$ cat src/hdl/least_used_page_replacement_defines.svh
// Assertion macros for the least-used page replacement block
`ifndef LEAST_USED_PAGE_REPLACEMENT_DEFINES_SVH
`define LEAST_USED_PAGE_REPLACEMENT_DEFINES_SVH

// same-cycle implication, checked outside reset
`define LUPR_ASSERT_IMPLY(label, ante, cons) \
	label: assert property (@(posedge clk) disable iff (!arst_n) (ante) |-> (cons)) \
		else $error("lupr assertion failed");

// next-cycle implication, checked outside reset
`define LUPR_ASSERT_NEXT(label, ante, cons) \
	label: assert property (@(posedge clk) disable iff (!arst_n) (ante) |=> (cons)) \
		else $error("lupr assertion failed");

`endif

$ cat src/hdl/lupr_pkg.sv
// Types and constants for the least-used page replacement block
`timescale 1ns / 1ps

package lupr_pkg;

	localparam int SLOTS      = 8;
	localparam int SLOT_W     = $clog2(SLOTS);
	localparam int FILL_W     = $clog2(SLOTS + 1);
	localparam int PAGE_W     = 8;
	localparam int CNT_W      = 14;
	localparam int SLOT_OUT_W = 3;
	localparam int TOTAL_W    = 32;

	localparam logic [CNT_W-1:0] COUNT_MAX = CNT_W'(9999);

	typedef struct packed {
		logic [PAGE_W-1:0] page;
		logic [CNT_W-1:0]  cnt;
	} entry_t;

endpackage

$ cat src/hdl/least_used_page_replacement.sv
// Least-used page replacement table: top level with scan, update and slot memory
//
//  channel  | ports                                   | handshake
//  ---------+-----------------------------------------+------------------------
//  request  | page_id                                 | start, busy
//  result   | was_hit, was_fault, wrote_back,         | done (one-cycle strobe)
//           | slot_used, hit_total, fault_total,      |
//           | writeback_total                         |
//
// One request at a time: the slot memory has a single read port, so every slot
// is read in turn in ST_SCAN, ST_LAST drains the read data, ST_UPDATE writes the
// chosen slot back and registers the result, and busy holds until ST_IDLE is back.
// done rises as the block returns to idle; start may be taken in that cycle.
// Reset clears the fill count, totals and control; no clearing pass.
// The receiver cannot stall; busy alone holds the sender off.
`timescale 1ns / 1ps
`include "least_used_page_replacement_defines.svh"

module least_used_page_replacement
	import lupr_pkg::*;
(
	input  logic                  clk,
	input  logic                  arst_n,
	input  logic                  start,
	output logic                  busy,
	input  logic [PAGE_W-1:0]     page_id,
	output logic                  done,
	output logic                  was_hit,
	output logic                  was_fault,
	output logic                  wrote_back,
	output logic [SLOT_OUT_W-1:0] slot_used,
	output logic [TOTAL_W-1:0]    hit_total,
	output logic [TOTAL_W-1:0]    fault_total,
	output logic [TOTAL_W-1:0]    writeback_total
);

	typedef enum logic [3:0] {
		ST_IDLE   = 4'b0001,
		ST_SCAN   = 4'b0010,
		ST_LAST   = 4'b0100,
		ST_UPDATE = 4'b1000
	} state_t;

	state_t              state_q;
	logic [SLOT_W-1:0]   addr_q;
	logic [PAGE_W-1:0]   page_q;
	logic [FILL_W-1:0]   filled_q;

	entry_t              slot_mem_q [SLOTS];
	entry_t              rd_data_q;
	logic [SLOT_W-1:0]   tag_s1;
	logic                vld_s1;

	logic                hit_found_q;
	logic [SLOT_W-1:0]   hit_slot_q;
	logic [CNT_W-1:0]    hit_cnt_q;
	logic [SLOT_W-1:0]   min_slot_q;
	logic [CNT_W-1:0]    min_cnt_q;

	logic                done_q;
	logic                was_hit_q;
	logic                wrote_back_q;
	logic [SLOT_W-1:0]   slot_q;
	logic [TOTAL_W-1:0]  hits_q;
	logic [TOTAL_W-1:0]  faults_q;
	logic [TOTAL_W-1:0]  wbs_q;

	logic                accept;
	logic                entry_filled;
	logic                table_full;
	logic                wr_en;
	logic [SLOT_W-1:0]   wr_addr;
	entry_t              wr_data;

	assign busy   = (state_q != ST_IDLE);
	assign accept = start && !busy;

	assign entry_filled = (FILL_W'(tag_s1) < filled_q);
	assign table_full   = (filled_q == FILL_W'(SLOTS));

	always_comb begin
		wr_en        = (state_q == ST_UPDATE);
		wr_data.page = page_q;
		wr_data.cnt  = '0;
		priority if (hit_found_q) begin
			wr_addr     = hit_slot_q;
			wr_data.cnt = (hit_cnt_q < COUNT_MAX) ? hit_cnt_q + CNT_W'(1) : hit_cnt_q;
		end else if (!table_full) begin
			wr_addr = filled_q[SLOT_W-1:0];
		end else begin
			wr_addr = min_slot_q;
		end
	end

	// slot memory, one read and one write port
	always_ff @(posedge clk) begin
		if (wr_en) begin
			slot_mem_q[wr_addr] <= wr_data;
		end
		rd_data_q <= slot_mem_q[addr_q];
		tag_s1    <= addr_q;
	end

	always_ff @(posedge clk or negedge arst_n) begin
		if (!arst_n) begin
			state_q      <= ST_IDLE;
			addr_q       <= '0;
			vld_s1       <= 1'b0;
			filled_q     <= '0;
			hit_found_q  <= 1'b0;
			done_q       <= 1'b0;
			hits_q       <= '0;
			faults_q     <= '0;
			wbs_q        <= '0;
		end else begin
			done_q <= 1'b0;
			vld_s1 <= (state_q == ST_SCAN);
			unique case (state_q)
				ST_IDLE: begin
					if (accept) begin
						addr_q      <= '0;
						hit_found_q <= 1'b0;
						state_q     <= ST_SCAN;
					end
				end
				ST_SCAN: begin
					addr_q <= addr_q + SLOT_W'(1);
					if (addr_q == SLOT_W'(SLOTS - 1)) begin
						state_q <= ST_LAST;
					end
				end
				ST_LAST: begin
					state_q <= ST_UPDATE;
				end
				ST_UPDATE: begin
					done_q  <= 1'b1;
					state_q <= ST_IDLE;
					priority if (hit_found_q) begin
						hits_q <= hits_q + TOTAL_W'(1);
					end else if (!table_full) begin
						filled_q <= filled_q + FILL_W'(1);
						faults_q <= faults_q + TOTAL_W'(1);
					end else begin
						faults_q <= faults_q + TOTAL_W'(1);
						wbs_q    <= wbs_q + TOTAL_W'(1);
					end
				end
				default: state_q <= ST_IDLE;
			endcase
			if (vld_s1 && entry_filled && !hit_found_q && rd_data_q.page == page_q) begin
				hit_found_q <= 1'b1;
			end
		end
	end

	// payload: request page, scan results, result fields
	always_ff @(posedge clk) begin
		if (accept) begin
			page_q <= page_id;
		end
		if (vld_s1) begin
			if (entry_filled && !hit_found_q && rd_data_q.page == page_q) begin
				hit_slot_q <= tag_s1;
				hit_cnt_q  <= rd_data_q.cnt;
			end
			if (tag_s1 == '0 || rd_data_q.cnt < min_cnt_q) begin
				min_cnt_q  <= rd_data_q.cnt;
				min_slot_q <= tag_s1;
			end
		end
		if (state_q == ST_UPDATE) begin
			was_hit_q    <= hit_found_q;
			wrote_back_q <= !hit_found_q && table_full;
			slot_q       <= wr_addr;
		end
	end

	assign done            = done_q;
	assign was_hit         = was_hit_q;
	assign was_fault       = !was_hit_q;
	assign wrote_back      = wrote_back_q;
	assign slot_used       = SLOT_OUT_W'(slot_q);
	assign hit_total       = hits_q;
	assign fault_total     = faults_q;
	assign writeback_total = wbs_q;

	`LUPR_ASSERT_IMPLY(a_fill_bound, 1'b1, filled_q <= FILL_W'(SLOTS))
	`LUPR_ASSERT_IMPLY(a_wb_needs_full, done && wrote_back, table_full && was_fault)
	`LUPR_ASSERT_NEXT(a_accept_busy, accept, busy)
	`LUPR_ASSERT_NEXT(a_update_done, state_q == ST_UPDATE, done && !busy)
	`LUPR_ASSERT_IMPLY(a_done_idle, done, !busy || accept == 1'b0)

endmodule

$ cat config.mk
export PLATFORM = sky130hd
export DESIGN_NAME = least_used_page_replacement
export DESIGN_NICKNAME = d
export VERILOG_FILES = /design/src/hdl/lupr_pkg.sv /design/src/hdl/least_used_page_replacement.sv
export VERILOG_INCLUDE_DIRS = /design/src /design/src/hdl
export SDC_FILE = /design/constraint.sdc
export NUM_CORES = 1
export LEC_CHECK = 0
export ABC_AREA = 1
export BUFFER_PORTS_ARGS = -buffer_cell sky130_fd_sc_hd__buf_2
export CELL_PAD_IN_SITES_DETAIL_PLACEMENT = 1
export CELL_PAD_IN_SITES_GLOBAL_PLACEMENT = 2
export CORE_UTILIZATION = 35
export CTS_BUF_LIST = sky130_fd_sc_hd__clkbuf_16
export DETAILED_ROUTE_END_ITERATION = 16
export GPL_TIMING_DRIVEN = 0
export PLACE_DENSITY = 0.83
export SLEW_MARGIN = 20
export SYNTH_ARGS = -nofsm -noshare
export SYNTH_HDL_FRONTEND = slang
export SYNTH_SLANG_ARGS = --single-unit
$ cat constraint.sdc
create_clock -name clk -period 3.1 [get_ports clk]
set_clock_uncertainty 0.15 [all_clocks]
set_input_delay 0.155 -clock clk [delete_from_list [all_inputs] [get_ports clk]]
set_output_delay 0.155 -clock clk [all_outputs]
set_load 0.01 [all_outputs]
==> flow_summary_export.csv, run 1 <==
group,metric,value,unit
synthesis,yosysTopAreaCellShare,40.6,%
routing,vias_per_cell,4.97,
synthesis,synth_top_family_by_area,"simple AND/OR/NAND/NOR gates",
clock_tree,numCtsBuffers,41,
clock_tree,cts.htree.levels,2,
sta,maxSlewViolCount,0,
worst_setup_path,endpoint_kind,"flop",
sta,finalSetupViolCount,0,
routing,drtPass1Iterations,5,
synthesis,yosys-top-cells-count,"nand2_1, edfxtp_1, nor2_1",
synthesis,synthCells,1686,
finish,n_antenna_cell,0,
clock_tree,cts_root_buffer,"clkbuf_16",
power_and_ir_drop,ir_worst_vdd,496,µV
floorplan,die_area,48000,µm²
finish,layout-drive-gt1-share,13.3,%
floorplan,fp.dieH,219,µm
synthesis,synth-edff-count,223,
sta,rsz0062_at_grt,"no",
clock_tree,postCtsSetupBuffers,0,
sta,min_period,2910,ps
sta,tightest_slew,884,ps
clock_tree,clkSlewWorstSetupHoldPaths,60,ps
placed_design,gp_congestion,0.814,
sta,hold_viol,0,
clock_tree,ctsLongestPathBuffers,3,
worst_setup_path,arrival,2950,ps
sta,slew_headroom,41.1,%
clock_tree,ctsResizeCount,0,
floorplan,die_x,219,µm
worst_setup_path,crit_required,3140,ps
global_routing,grt_pass1_vias,12900,
synthesis,syn-num-nets,1720,
worst_setup_path,path_class,"flop to flop",
synthesis,ys_ff_latch,358,
power_and_ir_drop,p_per_area,649,nW/µm²
floorplan,initial_utilization,35.5,%
global_routing,grt_pass1_wl,71000,µm
sta,setup_tns,0,ps
finish,fin_util,42.3,%
synthesis,yosysMostFrequentCell,"nand2_1",
sta,fin_crit_sh,93.9,%
finish,area_growth,19.1,%
finish,nets,1900,
floorplan,ios,115,
clock_tree,cts_tree,"yes",
run,drv_cap,0,
routing,wl_per_cell,18.1,µm
synthesis,synth.largest_area_cell,"edfxtp_1",
global_routing,antenna_found_initial,0,
synthesis,synth.mux.area_fraction,2.67,%
sta,clock.fmax,0.343,GHz
global_routing,grt-ovfl-total,0,
global_routing,grtUsageTotal,19.0,%
finish,n_fill_cell,5279,
clock_tree,cts_sinks,358,
synthesis,yosysUniqueCellTypes,44,
min_path,hold_class,"input pin to flop",
floorplan,rows,79,
synthesis,synthArstFlopShare,30.7,%
routing,wl,45300,µm
worst_setup_path,startpoint_type,"flop",
routing,drt_iter0_markers,705,
synthesis,synth_compound_area_share,4.15,%
synthesis,ys_top_cells_by_area,"edfxtp_1, dfrtp_1, nand2_1",
placed_design,dpl.hpwl,32500,µm
floorplan,coreArea,46500,µm²
worst_setup_path,path_max_fanout,22,
global_routing,grt_max_degree,62,
synthesis,yosysSeqAreaShare,60.4,%
synthesis,avgSynthCellArea,9.78,µm²
routing,drc,0,
synthesis,synthAdderAreaFrac,1.75,%
routing,ant_nets,0,
placed_design,port_buffers,114,
routing,vias,12500,
synthesis,synth-simple-area-share,24.0,%
run_status,status,"complete, no violations",
synthesis,yosysWarnings,0,
power_and_ir_drop,leakage,0.00822,µW
clock_tree,clk_latency,570,ps
synthesis,synth_xor_area_share,3.24,%
synthesis,syn-cell-area,16500,µm²
synthesis,synth_ff_type,"edfxtp_1",
==> layout make-up <==
| class | count | area (µm²) | share of cell area, % |
|---|---|---|---|
| timing repair buffer | 137 | 953 | 4.86 |
| clock buffer | 42 | 1050 | 5.35 |
| inverter | 124 | 465 | 2.37 |
| tap | 607 | 759 | 3.87 |
| clock inverter | 34 | 310 | 1.58 |
| sequential | 358 | 9950 | 50.7 |
| multi-input combinational | 1169 | 5970 | 30.4 |
| buffer | 35 | 168 | 0.854 |
==> sequential cells by signal (all words and copies together) (netlist names), 4 cells and up <==
name	cells
min_cnt_q	14
rd_data_q	22
state_q	4
slot_mem_q	176
writeback_total	32
hit_cnt_q	14
hit_total	32
fault_total	32
filled_q	4
page_q	8
==> logic make-up after synthesis <==
group	after synthesis
buffers and inverters	159
DFF	358
adders and majority gates	23
AOI/OAI and AO/OA	124
muxes	44
and+or+nand+nor	917
xor gates and xnor gates	61
==> layout by cell type (no fill, tap or decap), drive strengths merged <==
cell type      n
o31ai          1
nor2         244
and2           3
or2            1
ha            23
xor2          34
buf          145
nor4           2
nor3          16
dfxtp         25
dfrtp        109
xnor2         27
or3            1
nand2        542
inv          138
nand4         26
a21oi         16
o21a           1
clkinv        14
dlygate4sd3   11
clkinvlp       1
edfxtp       223
dfstp          1
nand3         50
bufinv         5
o22ai         44
o21ai         62
mux2i         44
nand3b        32
clkbuf        58
==> metrics by stage <==
stage	instances	worst slack (ps)	hold slack, ps	power (µW)	instance area [µm²]
2_1_floorplan	1686	262	-291	7090	16500
3_3_place_gp	2407	-885	181	7810	17800
3_5_place_dp	2418	188	7.85	7930	18100
4_1_cts	2506	167	106	12900	19600
5_1_grt	2506	62.7	124	13400	19600
6_report	2506	189	141	12700	19600
==> report_power, final <==
part           leakage, µW  switching (µW)  internal (µW)
Combinational      0.00372            1430            703
Clock             0.000710            2000           2890
Sequential         0.00380             262           5450
==> metal layers <==
metal / track usage, % / part of all wire (%) / vias to the layer above
met5: 0 / 0 / -
met4: 5.83 / 2.2 / 0
met3: 2.95 / 3.9 / 69
met2: 31.9 / 48 / 216
met1: 25.1 / 46 / 6216
li1: - / - / 5966
==> what timing repair did <==
action                                 in CTS  in global routing
setup endpoints to repair                   0                  0
endpoints found under the hold margin     124                  0
hold buffers                               12                  0
==> path summary, 6_finish.rpt <==
kind                        startpoint                   to  slack, ps  depth (start not counted)
max in group asynchronous       arst_n           state_q[0]       1910                          4
min in group asynchronous       arst_n  writeback_total[21]        540                          4
hold / removal              page_id[7]            page_q[7]        140                          2
hold reg to reg              addr_q[1]            tag_s1[1]        270                          0
setup / recovery           filled_q[0]    slot_mem_q[6][11]        190                          8
setup reg to reg           filled_q[0]    slot_mem_q[6][11]        190                          8
==> worst max-delay path, stage by stage, from the launching register on <==
cell     delay [ps]
dfrtp_1         440
inv_1           110
ha_1            190
nand2_2         100
nor2_4          190
nor2_1           80
nand2_1         100
nand4_1         390
nor2_4          780
(Power assumes the default switching activity.)
==> inputs of run 2 (changes only) <==
ABC_AREA = default   (was 1)
CORE_UTILIZATION = 40   (was 35)
CTS_CLUSTER_SIZE = 30   (was default)
PLACE_DENSITY = 0.84   (was 0.83)
==> run 2 against run 1 <==
Critical path depth unchanged. Via count decreased by 34%. Sequential power decreased by 5.8%. Global-route usage decreased by 0.86 points. Power decreased by 16%. Final cell count decreased by 37%. Non-clock buffer count decreased by 1. Sequential share of layout area increased by 7.2 points. Flip-flop and latch count unchanged. Final area decreased by 12%. Utilization increased by 7.0 points.
==> flow_summary_export.csv, run 2 <==
group,metric,value,unit
floorplan,coreArea,34900,µm²
synthesis,ys_ff_latch,358,
finish,area_growth,19.9,%
floorplan,rows,68,
clock_tree,cts.htree.levels,2,
finish,design_area,17200,µm²
global_routing,grt-ovfl-total,0,
sta,fin_crit_sh,94.6,%
floorplan,die_area,36600,µm²
sta,tightest_slew,937,ps
sta,min_period,2930,ps
clock_tree,cts_sinks,358,
synthesis,synth_xor_area_share,7.03,%
min_path,hold_class,"input pin to asynchronous set/reset pin",
worst_setup_path,arrival,3020,ps
clock_tree,cts_tree,"yes",
routing,drtPass1Iterations,4,
routing,ant_nets,0,
power_and_ir_drop,power,10700,µW
placed_design,placed_area,15800,µm²
placed_design,dpl_worst_slack,-196,ps
synthesis,synth.largest_area_cell,"edfxtp_1",
power_and_ir_drop,ir_worst_vdd,444,µV
floorplan,fp.dieH,191,µm
placed_design,dp.cells,1492,
sta,finalSetupViolCount,0,
synthesis,yosysMostFrequentCell,"edfxtp_1",
worst_setup_path,path_max_fanout,10,
floorplan,die_x,191,µm
clock_tree,clkSlewWorstSetupHoldPaths,50,ps
sta,fin_ws,167,ps
floorplan,initial_utilization,41.1,%
synthesis,yosys-top-cells-count,"edfxtp_1, dfrtp_1, xnor2_1",
synthesis,syn-num-nets,939,
worst_setup_path,path_class,"flop to flop",
synthesis,synth_ff_type,"edfxtp_1",
global_routing,grt_max_degree,74,
sta,hold_viol,0,
worst_setup_path,crit_slowest_cell,"or4b_4",
placed_design,dpl.hpwl,21600,µm
worst_setup_path,critPathMaxStageDelay,610,ps
worst_setup_path,path_cells,"or4b_4, buf_6, inv_1, nand2_2, nor3_4, buf_4, buf_6, buf_6",
run_status,status,"complete, no violations",
synthesis,synth-simple-area-share,9.57,%
routing,vias,8251,
worst_setup_path,cp_common_cell,"buf_6",
worst_setup_path,startpoint_type,"flop",
floorplan,ios,115,
clock_tree,ctsLongestPathBuffers,3,
finish,layout-drive-gt1-share,25.8,%
synthesis,yosysWarnings,0,
clock_tree,numCtsBuffers,39,
synthesis,yosysSeqAreaShare,69.4,%
finish,mostFrequentLayoutCell,"edfxtp_1",
finish,n_antenna_cell,0,
worst_setup_path,ff2ff_path_depth,8,
finish,instances_no_fill,1583,
finish,largest_reg_flops,176,
synthesis,synth.mux.area_fraction,9.09,%
synthesis,synth_top_family_by_area,"simple AND/OR/NAND/NOR gates",
finish,nets,1131,
routing,drc,0,
synthesis,syn-cell-area,14300,µm²
synthesis,synthAdderAreaFrac,2.01,%
power_and_ir_drop,p_per_area,621,nW/µm²
sta,rsz0062_at_grt,"no",
clock_tree,clk_latency,540,ps
placed_design,gp_congestion,0.773,
sta,maxSlewViolCount,0,
sta,clock.fmax,0.341,GHz
synthesis,synth-edff-count,223,
sta,slew_headroom,37.5,%
finish,regMostFlops,"slot_mem_q",
finish,most-common-layout-cells,"edfxtp_1, buf_2, dfrtp_1",
power_and_ir_drop,leakage,0.00703,µW
synthesis,synthArstFlopShare,30.7,%
global_routing,antenna_found_initial,0,
routing,wl_per_cell,20.3,µm
global_routing,grtUsageTotal,18.1,%
synthesis,ys_top_cells_by_area,"edfxtp_1, dfrtp_1, mux4_2",
worst_setup_path,endpoint_kind,"flop",
routing,vias_per_cell,5.21,
synthesis,yosysTopAreaCellShare,46.7,%
synthesis,synth_compound_area_share,1.35,%
clock_tree,cts_root_buffer,"clkbuf_16",
synthesis,avgSynthCellArea,15.8,µm²
synthesis,synthCells,905,
run,drv_cap,0,
global_routing,grt_pass1_wl,50500,µm
global_routing,grt_pass1_vias,8787,
routing,wl,32200,µm
placed_design,port_buffers,114,
worst_setup_path,crit_required,3190,ps
routing,drt_iter0_markers,472,
synthesis,yosysUniqueCellTypes,52,
-- run 2: worst paths after layout --
path | from | endpoint | slack, ps
max | state_q[1] | slot_mem_q[5][5] | 170
min | arst_n | state_q[0] | 30
max reg2reg | state_q[1] | slot_mem_q[5][5] | 170
min reg2reg | addr_q[0] | tag_s1[0] | 250
max in group asynchronous | arst_n | hit_total[11] | 2400
min in group clk | page_id[2] | page_q[2] | 180
-- run 2: routing by layer --
layer | track usage, % | up-vias | routed length, µm
li1 | - | 3747 | -
met1 | 24.7 | 4249 | 14600
met2 | 29.2 | 201 | 15100
met3 | 3.23 | 54 | 1650
met4 | 6.26 | 0 | 852
met5 | 0 | - | 0
-- run 2: repair_timing --
item	CTS	global route
resized for setup	8	4
hold buffers	11	0
pin swaps	2	2
buffers inserted	5	3
endpoints found under the hold margin	121	0
endpoints found under the setup margin	128	60
-- run 2: layout make-up --
class,instances,area [µm²]
fillers,3443,17700
flip-flops and latches,358,9950
multi-input cells,493,4260
repair buffers,151,1030
clock buffers,39,976
well taps,455,569
clock inverters,33,174
inverters,34,128
plain buffers,20,91.3
-- run 2: worst max-delay path: cells and delay by family (launching register included) --
kind	cells	cell delay (ps)
DFF	1	400
buffers and inverters	5	1000
and+or+nand+nor	3	1080
-- run 2: power breakdown --
group	switching, µW	internal [µW]	leakage (µW)
Clock	1860	2370	0.000627
Sequential	122	5260	0.00396
Combinational	570	486	0.00245
Total	2550	8120	0.00703
-- run 2: cell families (layout without fill, tap and decap cells) --
| group | count (synthesis) | after routing |
|---|---|---|
| flip-flops | 358 | 358 |
| AND/OR/NAND/NOR | 253 | 253 |
| XOR/XNOR | 115 | 115 |
| multiplexers | 72 | 72 |
| buffers and inverters | 54 | 277 |
| AO/OA/AOI/OAI | 30 | 30 |
| adder cells (fa/ha/maj) | 23 | 23 |
-- run 2: per-stage QoR --
stage | hold WS [ps] | setup TNS [ps] | util, %
after CTS | 4.86 | 0 | 49.2
after detailed placement | -58.7 | -10150 | 45.3
after global placement | 182 | -334640 | 44.4
final | 34.4 | 0 | 49.3
after global routing | 33.5 | 0 | 49.3
after floorplan | -291 | -42240 | -
==> inputs of run 3 (changes only) <==
CORE_UTILIZATION = 47   (was 40)
PLACE_DENSITY = 0.92   (was 0.84)
clock period = 3.4 ns   (was 3.1 ns; I/O delays follow)
==> run 3 against run 2 <==
Global-route usage increased by 3.7 points. Utilization increased by 7.8 points. Clock power decreased by 7.8%. Power decreased by 8.5%. Via count increased by 0.74%. Largest cell class unchanged. Highest routed layer unchanged.
==> flow_summary_export.csv, run 3 (same netlist as run 2, synthesis figures left out) <==
group,metric,value,unit
clock_tree,cts_root_buffer,"clkbuf_16",
placed_design,port_buffers,114,
worst_setup_path,path_class,"flop to flop",
finish,nets,1122,
finish,largest_reg_flops,176,
worst_setup_path,rrSetupSlack,220,ps
floorplan,rows,63,
run_status,status,"complete, no violations",
worst_setup_path,endpoint_kind,"flop",
finish,regMostFlops,"slot_mem_q",
clock_tree,cts_tree,"yes",
routing,drc,0,
worst_setup_path,path_max_fanout,10,
sta,hold_viol,0,
floorplan,coreArea,29800,µm²
placed_design,gp_congestion,0.793,
sta,min_period,3180,ps
worst_setup_path,path_delay_family,"simple AND/OR/NAND/NOR gates",
routing,wl,32900,µm
global_routing,grt_pass1_vias,8919,
routing,wl_per_cell,21.8,µm
min_path,hold_class,"input pin to asynchronous set/reset pin",
placed_design,dpl.hpwl,22200,µm
routing,drt_iter0_markers,566,
worst_setup_path,cp_common_cell,"buf_6",
clock_tree,clkSlewWorstSetupHoldPaths,60,ps
routing,ant_nets,0,
routing,vias_per_cell,5.51,
finish,most-common-layout-cells,"edfxtp_1, buf_2, dfrtp_1",
clock_tree,cts.htree.levels,2,
finish,fin_util,57.0,%
worst_setup_path,crit_slowest_cell,"or4b_4",
finish,seqCellArea,9950,µm²
sta,tightest_slew,982,ps
routing,drtPass1Iterations,5,
floorplan,die_area,31200,µm²
worst_setup_path,ff2ff_path_depth,7,
sta,rsz0062_at_grt,"no",
finish,area_growth,18.6,%
clock_tree,cts_sinks,358,
floorplan,ios,115,
run,drv_cap,0,
floorplan,die_x,177,µm
floorplan,fp.dieH,177,µm
power_and_ir_drop,ir_worst_vdd,543,µV
power_and_ir_drop,p_per_area,575,nW/µm²
worst_setup_path,path_buf_inv,4,
routing,vias,8312,
finish,n_fill_cell,2848,
worst_setup_path,path_cells,"or4b_4, buf_6, inv_1, nand2_1, nor3_2, buf_4, buf_6",
worst_setup_path,critPathMaxStageDelay,610,ps
sta,fin_crit_sh,93.5,%
clock_tree,ctsLongestPathBuffers,3,
sta,setup_tns,0,ps
sta,finalSetupViolCount,0,
global_routing,grt_max_degree,65,
clock_tree,clk_latency,540,ps
worst_setup_path,crit_required,3490,ps
power_and_ir_drop,leakage,0.00697,µW
finish,multiInputGateArea,4220,µm²
finish,layout-drive-gt1-share,25.2,%
global_routing,grtUsageTotal,21.8,%
worst_setup_path,startpoint_type,"flop",
global_routing,grt-ovfl-total,0,
sta,maxSlewViolCount,0,
finish,n_antenna_cell,0,
sta,slew_headroom,34.6,%
worst_setup_path,arrival,3270,ps
sta,whs,75.8,ps
clock_tree,numCtsBuffers,38,
worst_setup_path,worst-path-stages,7,
finish,mostFrequentLayoutCell,"edfxtp_1",
global_routing,antenna_found_initial,0,
sta,clock.fmax,0.315,GHz
global_routing,grt_pass1_wl,51500,µm
floorplan,initial_utilization,48.1,%
[run 3: changes by cell type in the layout (fill, tap and decap cells not counted), moves of 2 or more]
cell,previous run,this run
buf_6,10,6
nor3_2,3,6
clkinv_8,0,2
buf_4,11,9
inv_1,51,45
clkinv_2,1,3
clkinv_1,9,12
inv_6,3,0
nor3_4,5,2
[run 3: metal layers]
metal  vias to the layer above  GRT usage [%]  wire [µm]
met4                         0           6.07        681
li1                       3725              -          -
met2                       217           36.7      16300
met1                      4323           29.5      14400
met3                        47           3.33       1510
met5                         -              0          0
[run 3: final timing paths]
| path | from | endpoint |
|---|---|---|
| worst max register to register | state_q[1] | slot_mem_q[5][18] |
| max in group asynchronous | arst_n | hit_total[3] |
| worst max-delay path | state_q[1] | slot_mem_q[5][18] |
| min in group clk | page_id[0] | page_q[0] |
| worst min-delay path | arst_n | writeback_total[28] |
| worst min register to register | addr_q[1] | tag_s1[1] |
[run 3: worst register-to-register path: stages, from the launching register on]
cell,delay (ps)
dfrtp_1,400
or4b_4,610
buf_6,190
inv_1,240
nand2_1,290
nor3_2,550
buf_4,310
buf_6,170
[run 3: area by class of cell]
type	instances	area share, %
sequential	358	58.6
multi-input combinational	493	24.9
clock buffer	39	5.74
timing repair buffer	143	5.49
tap	390	2.87
clock inverter	31	1.19
inverter	34	0.751
buffer	20	0.538
[run 3: repair_timing]
action,4_1_cts,5_1_grt
setup buffers,0,1
resized for setup,2,0
hold buffers,10,0
endpoints found under the setup margin,6,13
hold endpoints to repair,121,0
pin swaps,1,1
[run 3: per-stage QoR]
step,worst slack (ps),instances,instance area (µm²),power [µW]
after floorplan,-182,905,14300,5620
after global placement,-2300,1409,15400,5890
after detailed placement,-3.57,1427,15700,5970
after CTS,130,1507,17000,9880
after global routing,5.23,1508,17000,10100
final,222,1508,17000,9760
[run 3: where the power goes]
group          internal [µW]  switching, µW  leakage (µW)
sequential              4790            111       0.00396
clock                   2230           1670      0.000612
combinational            439            521       0.00240
